==> src/rtl/humidity_temp_frame_decoder_macros.svh <==
// ----------------------------------------------------------------------------
// humidity_temp_frame_decoder_macros.svh
// Assertion macros shared by the frame decoder RTL.
// ----------------------------------------------------------------------------
`ifndef HUMIDITY_TEMP_FRAME_DECODER_MACROS_SVH
`define HUMIDITY_TEMP_FRAME_DECODER_MACROS_SVH

// Same-cycle implication, disabled during reset
`define HTFD_ASSERT_NOW(label, ante, cons) \
    label: assert property (@(posedge clk) disable iff (!rst_n) (ante) |-> (cons)) \
        else $error("htfd assertion failed");

// Next-cycle implication, disabled during reset
`define HTFD_ASSERT_NEXT(label, ante, cons) \
    label: assert property (@(posedge clk) disable iff (!rst_n) (ante) |=> (cons)) \
        else $error("htfd assertion failed");

`endif

==> src/rtl/htfd_pkg.sv <==
// ----------------------------------------------------------------------------
// htfd_pkg
// Types and constants of the humidity/temperature frame decoder.
// ----------------------------------------------------------------------------
`default_nettype none

package htfd_pkg;

    // CRC-8, polynomial 0x31, MSB first
    localparam logic [7:0]  CRC_POLY    = 8'h31;
    localparam logic [7:0]  CRC_INIT    = 8'hFF;

    // Scaling constants
    localparam logic [14:0] TEMP_SCALE  = 15'd17500;
    localparam logic [13:0] HUM_SCALE   = 14'd10000;
    localparam logic [16:0] FULL_SCALE  = 17'd65535;
    localparam logic signed [15:0] TEMP_OFFSET = 16'sd4500;

    // Byte position within a six-byte reply
    typedef enum logic [2:0] {
        POS_T_HIGH = 3'd0,
        POS_T_LOW  = 3'd1,
        POS_T_CRC  = 3'd2,
        POS_H_HIGH = 3'd3,
        POS_H_LOW  = 3'd4,
        POS_H_CRC  = 3'd5
    } pos_t;

    // Raw words of one complete reply
    typedef struct packed {
        logic [15:0] t_raw;
        logic [15:0] h_raw;
        logic        crc_fail;
    } frame_t;

endpackage

`default_nettype wire

==> src/rtl/humidity_temp_frame_decoder.sv <==
// Once accepted, a sixth byte passes the frame, multiply and result registers.
// Throughput: one byte per cycle while byte_stall is low; the CRC step and the
// multiply and divide-by-65535 stages are registered; bytes stream back to back.
// A stalled result only holds the input once the pipeline slots behind it fill.
// Reset (rst_n, async, active low) clears position to the first byte, CRC to 0xFF.
// ----------------------------------------------------------------------------
// humidity_temp_frame_decoder
// Decodes a six-byte humidity/temperature reply with CRC-8 check into
// scaled temperature, humidity and a CRC status.
// ----------------------------------------------------------------------------
`default_nettype none

`include "humidity_temp_frame_decoder_macros.svh"

module humidity_temp_frame_decoder (
    input  wire logic               clk,
    input  wire logic               rst_n,
    input  wire logic               byte_valid,
    output logic                    byte_stall,
    input  wire logic [7:0]         rx_byte,
    input  wire logic               frame_start,
    output logic                    result_valid,
    input  wire logic               result_stall,
    output logic signed [14:0]      temperature_centi,
    output logic [13:0]             humidity_centi,
    output logic                    frame_status
);
    import htfd_pkg::*;

    logic        in_valid_reg, in_valid_next;
    logic [7:0]  in_byte_reg;
    logic        in_start_reg;
    logic        take;
    logic        accept;
    logic        f_valid;
    logic        f_ready;
    frame_t      f_word;

    // Input register
    always_comb
    begin
        byte_stall = in_valid_reg && !take;
        accept     = byte_valid && !byte_stall;
        if (accept)
            in_valid_next = 1'b1;
        else if (take)
            in_valid_next = 1'b0;
        else
            in_valid_next = in_valid_reg;
    end

    always_ff @(posedge clk or negedge rst_n)
    begin
        if (!rst_n)
            in_valid_reg <= 1'b0;
        else
            in_valid_reg <= in_valid_next;
    end

    always_ff @(posedge clk)
    begin
        if (accept)
        begin
            in_byte_reg  <= rx_byte;
            in_start_reg <= frame_start;
        end
    end

    // Reply tracking and CRC
    htfd_tracker u_tracker (
        .clk         (clk),
        .rst_n       (rst_n),
        .byte_ready  (in_valid_reg),
        .byte_data   (in_byte_reg),
        .byte_start  (in_start_reg),
        .take        (take),
        .frame_valid (f_valid),
        .frame       (f_word),
        .frame_ready (f_ready)
    );

    // Scaling to hundredths
    htfd_scaler u_scaler (
        .clk         (clk),
        .rst_n       (rst_n),
        .frame_valid (f_valid),
        .frame       (f_word),
        .frame_ready (f_ready),
        .res_valid   (result_valid),
        .res_temp    (temperature_centi),
        .res_hum     (humidity_centi),
        .res_status  (frame_status),
        .res_stall   (result_stall)
    );

    // Checks
    `HTFD_ASSERT_NOW(a_take_needs_byte, take, in_valid_reg)
    `HTFD_ASSERT_NEXT(a_frame_holds, f_valid && !f_ready, f_valid && $stable(f_word))
    `HTFD_ASSERT_NOW(a_hum_range, result_valid, humidity_centi <= 14'd10000)
    `HTFD_ASSERT_NOW(a_temp_range, result_valid,
        (temperature_centi >= -15'sd4500) && (temperature_centi <= 15'sd13000))

endmodule

`default_nettype wire

==> src/rtl/htfd_tracker.sv <==
// ----------------------------------------------------------------------------
// htfd_tracker
// Byte position, running CRC-8 and raw word capture; registers one frame
// word per completed reply.
// ----------------------------------------------------------------------------
`default_nettype none

module htfd_tracker (
    input  wire logic           clk,
    input  wire logic           rst_n,
    input  wire logic           byte_ready,
    input  wire logic [7:0]     byte_data,
    input  wire logic           byte_start,
    output logic                take,
    output logic                frame_valid,
    output htfd_pkg::frame_t    frame,
    input  wire logic           frame_ready
);
    import htfd_pkg::*;

    logic [2:0]  pos_reg, pos_next;
    logic [7:0]  crc_reg, crc_next;
    logic        fail_reg, fail_next;
    logic [15:0] t_word_reg, t_word_next;
    logic [7:0]  h_high_reg, h_high_next;
    logic [7:0]  h_low_reg, h_low_next;
    logic        f_valid_reg, f_valid_next;
    frame_t      f_reg, f_next;

    logic [2:0]  pos_eff;
    logic [7:0]  crc_eff;
    logic        fail_eff;
    logic        last;
    logic        slot_free;
    logic [7:0]  crc_fed;

    // One byte through the CRC, bit by bit
    function automatic logic [7:0] crc8_feed(input logic [7:0] crc, input logic [7:0] b);
        logic [7:0] c;
        c = crc ^ b;
        for (int k = 0; k < 8; k++) begin
            if (c[7])
                c = {c[6:0], 1'b0} ^ CRC_POLY;
            else
                c = {c[6:0], 1'b0};
        end
        return c;
    endfunction

    // Frame-start mark restores position, CRC and failure flag
    always_comb
    begin
        pos_eff  = byte_start ? 3'(POS_T_HIGH) : pos_reg;
        crc_eff  = byte_start ? CRC_INIT : crc_reg;
        fail_eff = byte_start ? 1'b0 : fail_reg;
        last      = (pos_eff == 3'(POS_H_CRC));
        slot_free = !f_valid_reg || frame_ready;
        take      = byte_ready && (!last || slot_free);
        crc_fed   = crc8_feed(crc_eff, byte_data);
    end

    // Next state of the reply tracker
    always_comb
    begin
        pos_next    = pos_reg;
        crc_next    = crc_reg;
        fail_next   = fail_reg;
        t_word_next = t_word_reg;
        h_high_next = h_high_reg;
        h_low_next  = h_low_reg;
        f_next      = f_reg;
        f_valid_next = slot_free ? 1'b0 : f_valid_reg;
        if (take)
        begin
            pos_next  = pos_eff;
            crc_next  = crc_eff;
            fail_next = fail_eff;
            unique case (pos_eff)
                3'(POS_T_LOW):
                begin
                    t_word_next = {t_word_reg[15:8], byte_data};
                    crc_next    = crc_fed;
                    pos_next    = 3'(POS_T_CRC);
                end
                3'(POS_T_CRC):
                begin
                    fail_next = fail_eff | (crc_eff != byte_data);
                    crc_next  = CRC_INIT;
                    pos_next  = 3'(POS_H_HIGH);
                end
                3'(POS_H_HIGH):
                begin
                    h_high_next = byte_data;
                    crc_next    = crc_fed;
                    pos_next    = 3'(POS_H_LOW);
                end
                3'(POS_H_LOW):
                begin
                    h_low_next = byte_data;
                    crc_next   = crc_fed;
                    pos_next   = 3'(POS_H_CRC);
                end
                3'(POS_H_CRC):
                begin
                    f_next.t_raw    = t_word_reg;
                    f_next.h_raw    = {h_high_reg, h_low_reg};
                    f_next.crc_fail = fail_eff | (crc_eff != byte_data);
                    f_valid_next    = 1'b1;
                    pos_next        = 3'(POS_T_HIGH);
                    crc_next        = CRC_INIT;
                    fail_next       = 1'b0;
                end
                // first byte; unused positions behave the same
                default:
                begin
                    t_word_next = {byte_data, 8'h00};
                    crc_next    = crc8_feed(CRC_INIT, byte_data);
                    pos_next    = 3'(POS_T_LOW);
                end
            endcase
        end
    end

    // Control state
    always_ff @(posedge clk or negedge rst_n)
    begin
        if (!rst_n)
        begin
            pos_reg     <= 3'(POS_T_HIGH);
            crc_reg     <= CRC_INIT;
            fail_reg    <= 1'b0;
            f_valid_reg <= 1'b0;
        end
        else
        begin
            pos_reg     <= pos_next;
            crc_reg     <= crc_next;
            fail_reg    <= fail_next;
            f_valid_reg <= f_valid_next;
        end
    end

    // Payload state
    always_ff @(posedge clk)
    begin
        t_word_reg <= t_word_next;
        h_high_reg <= h_high_next;
        h_low_reg  <= h_low_next;
        f_reg      <= f_next;
    end

    assign frame_valid = f_valid_reg;
    assign frame       = f_reg;

endmodule

`default_nettype wire

==> src/rtl/htfd_scaler.sv <==
// ----------------------------------------------------------------------------
// htfd_scaler
// Scales raw words to hundredths: multiply stage, then divide by 65535
// with one correction step into the result register.
// ----------------------------------------------------------------------------
`default_nettype none

module htfd_scaler (
    input  wire logic               clk,
    input  wire logic               rst_n,
    input  wire logic               frame_valid,
    input  htfd_pkg::frame_t        frame,
    output logic                    frame_ready,
    output logic                    res_valid,
    output logic signed [14:0]      res_temp,
    output logic [13:0]             res_hum,
    output logic                    res_status,
    input  wire logic               res_stall
);
    import htfd_pkg::*;

    logic               p_valid_reg, p_valid_next;
    logic [30:0]        t_prod_reg;
    logic [29:0]        h_prod_reg;
    logic               p_fail_reg;
    logic               o_valid_reg, o_valid_next;
    logic signed [14:0] temp_reg;
    logic [13:0]        hum_reg;
    logic               status_reg;

    logic               o_ready;
    logic [14:0]        t_q0;
    logic [16:0]        t_rem;
    logic [14:0]        t_quo;
    logic signed [15:0] temp_wide;
    logic [13:0]        h_q0;
    logic [16:0]        h_rem;
    logic [13:0]        h_quo;

    // Stage readiness
    always_comb
    begin
        o_ready      = !o_valid_reg || !res_stall;
        frame_ready  = !p_valid_reg || o_ready;
        p_valid_next = frame_ready ? frame_valid : p_valid_reg;
        o_valid_next = o_ready ? p_valid_reg : o_valid_reg;
    end

    // x / 65535 for x below 65535 * 2^15: quotient estimate plus one fix-up
    always_comb
    begin
        t_q0      = t_prod_reg[30:16];
        t_rem     = {1'b0, t_prod_reg[15:0]} + {2'b00, t_q0};
        t_quo     = t_q0 + {14'd0, (t_rem >= FULL_SCALE)};
        temp_wide = $signed({1'b0, t_quo}) - TEMP_OFFSET;
        h_q0      = h_prod_reg[29:16];
        h_rem     = {1'b0, h_prod_reg[15:0]} + {3'b000, h_q0};
        h_quo     = h_q0 + {13'd0, (h_rem >= FULL_SCALE)};
    end

    // Control state
    always_ff @(posedge clk or negedge rst_n)
    begin
        if (!rst_n)
        begin
            p_valid_reg <= 1'b0;
            o_valid_reg <= 1'b0;
        end
        else
        begin
            p_valid_reg <= p_valid_next;
            o_valid_reg <= o_valid_next;
        end
    end

    // Multiply stage
    always_ff @(posedge clk)
    begin
        if (frame_ready)
        begin
            t_prod_reg <= {15'd0, frame.t_raw} * {16'd0, TEMP_SCALE};
            h_prod_reg <= {14'd0, frame.h_raw} * {16'd0, HUM_SCALE};
            p_fail_reg <= frame.crc_fail;
        end
    end

    // Result register
    always_ff @(posedge clk)
    begin
        if (o_ready)
        begin
            temp_reg   <= temp_wide[14:0];
            hum_reg    <= h_quo;
            status_reg <= p_fail_reg;
        end
    end

    assign res_valid  = o_valid_reg;
    assign res_temp   = temp_reg;
    assign res_hum    = hum_reg;
    assign res_status = status_reg;

endmodule

`default_nettype wire

==> config.mk <==
export PLATFORM = sky130hd
export DESIGN_NAME = humidity_temp_frame_decoder
export DESIGN_NICKNAME = d
export VERILOG_FILES = /design/src/rtl/htfd_pkg.sv /design/src/rtl/humidity_temp_frame_decoder.sv /design/src/rtl/htfd_tracker.sv /design/src/rtl/htfd_scaler.sv
export VERILOG_INCLUDE_DIRS = /design/src /design/src/rtl
export SDC_FILE = /design/constraint.sdc
export NUM_CORES = 1
export LEC_CHECK = 0
export ABC_CLOCK_PERIOD_IN_PS = 4800
export BUFFER_PORTS_ARGS = -buffer_cell sky130_fd_sc_hd__buf_4
export CAP_MARGIN = 20
export CORE_MARGIN = 2
export CORE_UTILIZATION = 57
export DETAILED_ROUTE_END_ITERATION = 12
export GPL_TIMING_DRIVEN = 0
export PLACE_DENSITY = 0.74
export SLEW_MARGIN = 10
export SYNTH_ARGS = -nofsm -noshare
export SYNTH_HDL_FRONTEND = slang
export SYNTH_HIERARCHICAL = 1
export SYNTH_SLANG_ARGS = --single-unit
==> constraint.sdc <==
create_clock -name clk -period 4.8 [get_ports clk]
set_clock_uncertainty 0.1 [all_clocks]
set_input_delay 0.72 -clock clk [delete_from_list [all_inputs] [get_ports clk]]
set_output_delay 0.72 -clock clk [all_outputs]
set_load 0.01 [all_outputs]
==> After elaboration in Yosys (flattened, before gate mapping) <==
Cells that the tools add are included.
{ "totals": {"output_inout_bits": 32, "inputBits": 13, "elab_cells": 124, "ff_bits": 176} }
{ "classes": {"n_reduce_logical": 24, "multipliers": 2, "n_eq_ne": 6, "n_lt_le_gt_ge": 2, "n_mux": 42, "bitwise": 21, "n_addsub": 5} }
{ "ops": {"columns": ["op", "count"], "rows": [
  ["8-bit 2-to-1 mux", 15],
  ["6-bit 2-to-1 mux", 16],
  ["3-bit inverter", 16],
  ["17-bit by 16-bit >= comparator with 1-bit output (second input constant)", 2],
  ["16-bit case mux with 2 select lines", 1],
  ["16-bit by 13-bit multiplier with 29-bit output (second input constant)", 1],
  ["16-bit by 10-bit multiplier with 26-bit output (second input constant)", 1],
  ["16-bit by 14-bit adder with 17-bit output", 1],
  ["16-bit by 15-bit adder with 17-bit output", 1],
  ["8-bit case mux with 2 select lines", 1],
  ["15-bit by 1-bit adder with 15-bit output", 1],
  ["3-bit case mux with 5 select lines", 1],
  ["15-bit by 13-bit subtractor with 15-bit output (second input constant)", 1],
  ["14-bit by 1-bit adder with 14-bit output", 1],
  ["8-bit inequality test", 1],
  ["8-bit inverter", 1],
  ["2-bit AND reduction", 4],
  ["8-bit bitwise XOR", 1],
  ["1-bit logical NOT", 7],
  ["3-bit by 2-bit == test with 1-bit output (second input constant)", 2],
  ["3-bit == test (second input constant)", 2],
  ["1-bit 2-to-1 mux", 6],
  ["5-bit OR reduction", 1],
  ["1-bit logical OR", 4],
  ["other kinds (11)", 14]
]} }

==> Logic depth before layout (Yosys ltp) <==
{ "logic_depth": {"depth_word": 34, "ltp_mapped": 19, "ltp_nobuf": 19} }

==> By module <==
Netlist, hierarchy kept.
{ "by_module_without_submodules": {"columns": ["mod", "seq_area_each_um2", "n_inst", "cells_per_inst", "area_per_inst_um2"], "rows": [
  ["htfd_scaler", 2632.5, 1, 1007, 10222.3],
  ["htfd_tracker", 2287.2, 1, 238, 3390.8],
  ["humidity_temp_frame_decoder", 295.3, 1, 14, 327.8]
]} }

==> Least setup slack after synthesis <==
OpenSTA, ideal clock, no wires.
{ "synth_timing": {"path_kind": "register to register", "startpoint": "reg u_tracker.f_reg, in the netlist u_tracker/frame[27]", "endpoint": "reg u_scaler.t_prod_reg[26] (data pin)", "path_buffers": 1, "path_slack_ns": -0.142, "path_stages_with_launch": 19, "arrival_time_ns": 4.577, "cell_sequence": "edfxtp_1 -> ha_1 -> inv_1 -> fa_1 -> inv_1 -> ha_1 -> fa_1 -> inv_1 -> fa_1 -> inv_1 -> ha_1 -> buf_6 -> a21o_1 -> or3_1 -> o221ai_2 -> a31oi_2 -> a221oi_2 -> o21ai_1 -> xor2_1"} }
{ "synth_between": {"elab_chain_cells": 1} }
{ "synth_lines": {"columns": ["element", "line", "text"], "rows": [
  ["start: declaration", "htfd_tracker.sv:28", "frame_t f_reg, f_next;"],
  ["start signal: assignment", "htfd_tracker.sv:149", "f_reg <= f_next;"],
  ["16-bit by 13-bit multiplier with 29-bit output", "htfd_scaler.sv:81", "t_prod_reg <= {15'd0, frame.t_raw} * {16'd0, TEMP_SCALE};"],
  ["end signal: assignment", "htfd_scaler.sv:81", null],
  ["end: declaration", "htfd_scaler.sv:23", "logic [30:0] t_prod_reg;"]
]} }
No other way between the ends.
A chain may end at the register's enable or synchronous reset.

==> Final worst setup path <==
{ "layout_timing": {"startpoint": "reg u_tracker.f_reg, in the netlist u_tracker/frame[27]", "endpoint": "reg u_scaler.t_prod_reg[24] (data pin)"} }
Same word-level chain as after synthesis.

==> results.sh <==
export IMPL_outcome="complete, but fails checks"
export IMPL_violations="negative setup slack"
export IMPL_maxCapViolCount=0
export IMPL_finalHoldViolCount=0
export IMPL_critPathMaxFanout=5
export IMPL_synthToLayoutAreaGrowth_pct=14.2
export IMPL_stdcell_count=1712
export IMPL_die_width_um=160
export IMPL_cts_tree="built"
export IMPL_netlist_area_sq_mm=0.0139
export IMPL_wl_per_cell_um=15.8
export IMPL_worstSetupPathType="register to register"
export IMPL_vias_per_cell=5.45
export IMPL_grt_overflow=0
export IMPL_cp_num_buf_inv=6
export IMPL_rr_endpoint="u_scaler/t_prod_reg[24]"
export IMPL_antenna_left=0
export IMPL_finalMaxSlewViolations=0
export IMPL_numCtsBuffers=17
export IMPL_dpl_hpwl_um=20500
export IMPL_io_pins=45
export IMPL_yosys_warnings=6
export IMPL_layout_commonest_cell="inv_1"
export IMPL_ff2ff_setup_slack_ns=-0.13
export IMPL_yosysTopAreaCellShare=0.345
export IMPL_max_freq_mhz=203
export IMPL_clock_path_buffers=2
export IMPL_synth_ff_type="edfxtp_1"
export IMPL_max_slew_margin_rel=0.401
export IMPL_initial_utilization=0.577
export IMPL_synth_distinct_cells=82
export IMPL_routabilityCongestion=0.871
export IMPL_worst_slew_pin_slew_ns=0.896
export IMPL_grt_pass1_wl_um=44400
export IMPL_first_global_vias=9304
export IMPL_core_sq_mm=0.0242
export IMPL_rr_worst_depth=18
export IMPL_drive_above_1_share=0.149
export IMPL_antenna_found_initial=0
export IMPL_clock_latency_ns=0.43
export IMPL_leakage_nw=7.32
export IMPL_final_setup_tns_ns=-0.351
export IMPL_synth_seq_cells=176
export IMPL_gr_usage_all_layers=0.215
export IMPL_cts_clk_slew_worst_paths_ns=0.08
export IMPL_slowest_delay_ns=0.53
export IMPL_critPathArrivalTime_ns=5.01
export IMPL_synth_nets=1549
export IMPL_synth_seq_area_share=0.374
export IMPL_drtIter0Drc=498
export IMPL_htreeDepth=4
export IMPL_firstDrtPassIters=5
export IMPL_n_antenna_cell=0
export IMPL_required_ns=4.89
export IMPL_worstSetupStartpointType="register"
export IMPL_worst_slack_ns=-0.126
export IMPL_synth_area_per_cell_sq_um=11.1
export IMPL_wl_um=27000
export IMPL_nNetsFinal=1665
export IMPL_die_area_sq_mm=0.0257
export IMPL_ir_drop_mv=0.300
export IMPL_p_per_area_mw_per_mm2=553
export IMPL_endpoint_kind="register"
export IMPL_synth_area_leaders="edfxtp_1 (34%), ha_1 (18%), fa_1 (12%), inv_1 (6.1%), xnor2_1 (4.3%)"
export IMPL_cts_root_buffer="clkbuf_16"
export IMPL_vias=9323
export IMPL_cp_top_family="adder cells"
export IMPL_dp_cells=1627
export IMPL_cts_sinks=176
export IMPL_rsz0062_at_grt="true"
export IMPL_fp_dieH_um=160
export IMPL_period_share=1.03
export IMPL_grt_start_max_net_pins=59
export IMPL_syn_inst=1259
export IMPL_path_cells="ha_1, inv_1, fa_1, inv_2, ha_4, fa_1, inv_1, fa_1, inv_1, ha_4, buf_6, a21o_1, or3_1, o221ai_2, a31oi_4, a221oi_4, buf_4, xnor2_1"
export IMPL_hold_path_class="primary input to asynchronous set/reset pin"
export IMPL_synthArstFlopShare=0.0909
export IMPL_port_buffer_count=44
export IMPL_setup_viol=4
export IMPL_largest_register_ffs=33
export IMPL_r2r_start="u_tracker/frame[27]"
export IMPL_mostFrequentLayoutCells="inv_1 (221), ha_1 (184), edfxtp_1 (160), buf_4 (99), fa_1 (82)"
export IMPL_synth_edf_count=160
export IMPL_fin_crit_ns=4.93
export IMPL_slowest_stage="fa_1"
export IMPL_yosys_area_top_type="edfxtp_1"
export IMPL_nFillCells=1758
export IMPL_drc_errors=0
export IMPL_rows=57
==> cells in the mapped netlist, types with 3 or more instances <==
library cell,number
a2111oi_0,3
a211o_1,4
a211oi_1,19
a21o_1,17
a21oi_1,56
and2_1,11
and3_1,12
buf_2,6
clkbuf_1,7
dfrtp_1,8
dfstp_2,8
edfxtp_1,160
fa_1,82
ha_1,195
inv_1,227
mux2i_1,3
nand2_1,40
nand2b_1,15
nand3_1,26
nand4_1,9
nand4b_1,3
nor2_1,62
nor2b_1,14
nor3_1,17
o21a_1,14
o21ai_0,29
o21ai_1,20
o21bai_1,7
o22a_1,4
o22ai_1,5
o31a_1,3
o31ai_1,5
or3_1,4
xnor2_1,69
xor2_1,35
==> worst reg2reg max path, delay by kind of cell (launching register included) <==
family	cells	cell delay [ns]
fa+ha+maj	6	2.24
flops	1	0.44
simple gates	1	0.36
xor+xnor	1	0.07
buf+inv	6	0.51
compound gates	4	0.96
==> cells by family after synthesis <==
logic type | synth area share
AO/OA/AOI/OAI | 0.104
XOR/XNOR | 0.0727
adder cells (fa/ha/maj) | 0.293
buffers and inverters | 0.0682
flip-flops | 0.374
multiplexers | 0.00296
AND/OR/NAND/NOR | 0.0853
==> how the worst max path moves through the flow <==
stage	from	end	slack (ns)	cells past startpoint
finish	u_tracker/frame[27]	u_scaler/t_prod_reg[24]	-0.13	18
global route	u_tracker/frame[27]	u_scaler/t_prod_reg[26]	-0.26	18
CTS	u_tracker/frame[26]	u_scaler/t_prod_reg[26]	-0.14	18
detailed placement	u_tracker/frame[27]	u_scaler/t_prod_reg[26]	-0.37	18
global placement	result_stall	u_tracker/frame[30]	-1.30	6
floorplan	u_tracker/frame[27]	u_scaler/t_prod_reg[26]	-0.03	18
==> cell type report <==
cell class / instances / area, sq um / share of cell area
well taps: 324 / 405 / 0.0255
multi-input cells: 837 / 8040 / 0.505
repair buffers: 98 / 736 / 0.0462
flip-flops and latches: 176 / 5220 / 0.328
clock inverters: 15 / 150 / 0.00943
inverters: 228 / 856 / 0.0538
clock buffers: 17 / 425 / 0.0267
plain buffers: 17 / 91.3 / 0.00574
==> metrics by stage <==
| step | setup slack, ns | cell area [sq um] | hold WS, ns | util | power [W] |
|---|---|---|---|---|---|
| after floorplan | -0.0327 | 14000 | 0.300 | - | 0.00604 |
| after global placement | -1.30 | 14700 | 0.300 | 0.609 | 0.00700 |
| after detailed placement | -0.366 | 14700 | 0.305 | 0.610 | 0.00711 |
| after CTS | -0.139 | 15500 | 0.0300 | 0.640 | 0.00853 |
| after global routing | -0.255 | 15900 | 0.0366 | 0.658 | 0.00952 |
| final | -0.126 | 15900 | 0.0359 | 0.658 | 0.00879 |
==> timing repair <==
| action | 4_1_cts | 5_1_grt |
|---|---|---|
| pin swaps | 0 | 13 |
| setup buffers | 16 | 38 |
| gates resized for setup | 6 | 34 |
| endpoints found under the setup margin | 15 | 20 |
| hold buffers | 0 | 0 |
| gates cloned | 0 | 0 |
==> layer usage <==
metal	part of all wire	track usage	up-vias
li1	-	-	4591
met1	0.46	0.287	4504
met2	0.48	0.363	180
met3	0.031	0.0287	48
met4	0.024	0.0729	0
met5	0	0	-
==> where the power goes <==
group	total, W	switching [W]	internal [W]	leakage, nW
logic	0.00480	0.00258	0.00222	5.26
registers	0.00266	0.000337	0.00232	1.78
clock network	0.00133	0.000642	0.000691	0.273
Power figures use the tool's default switching activity.
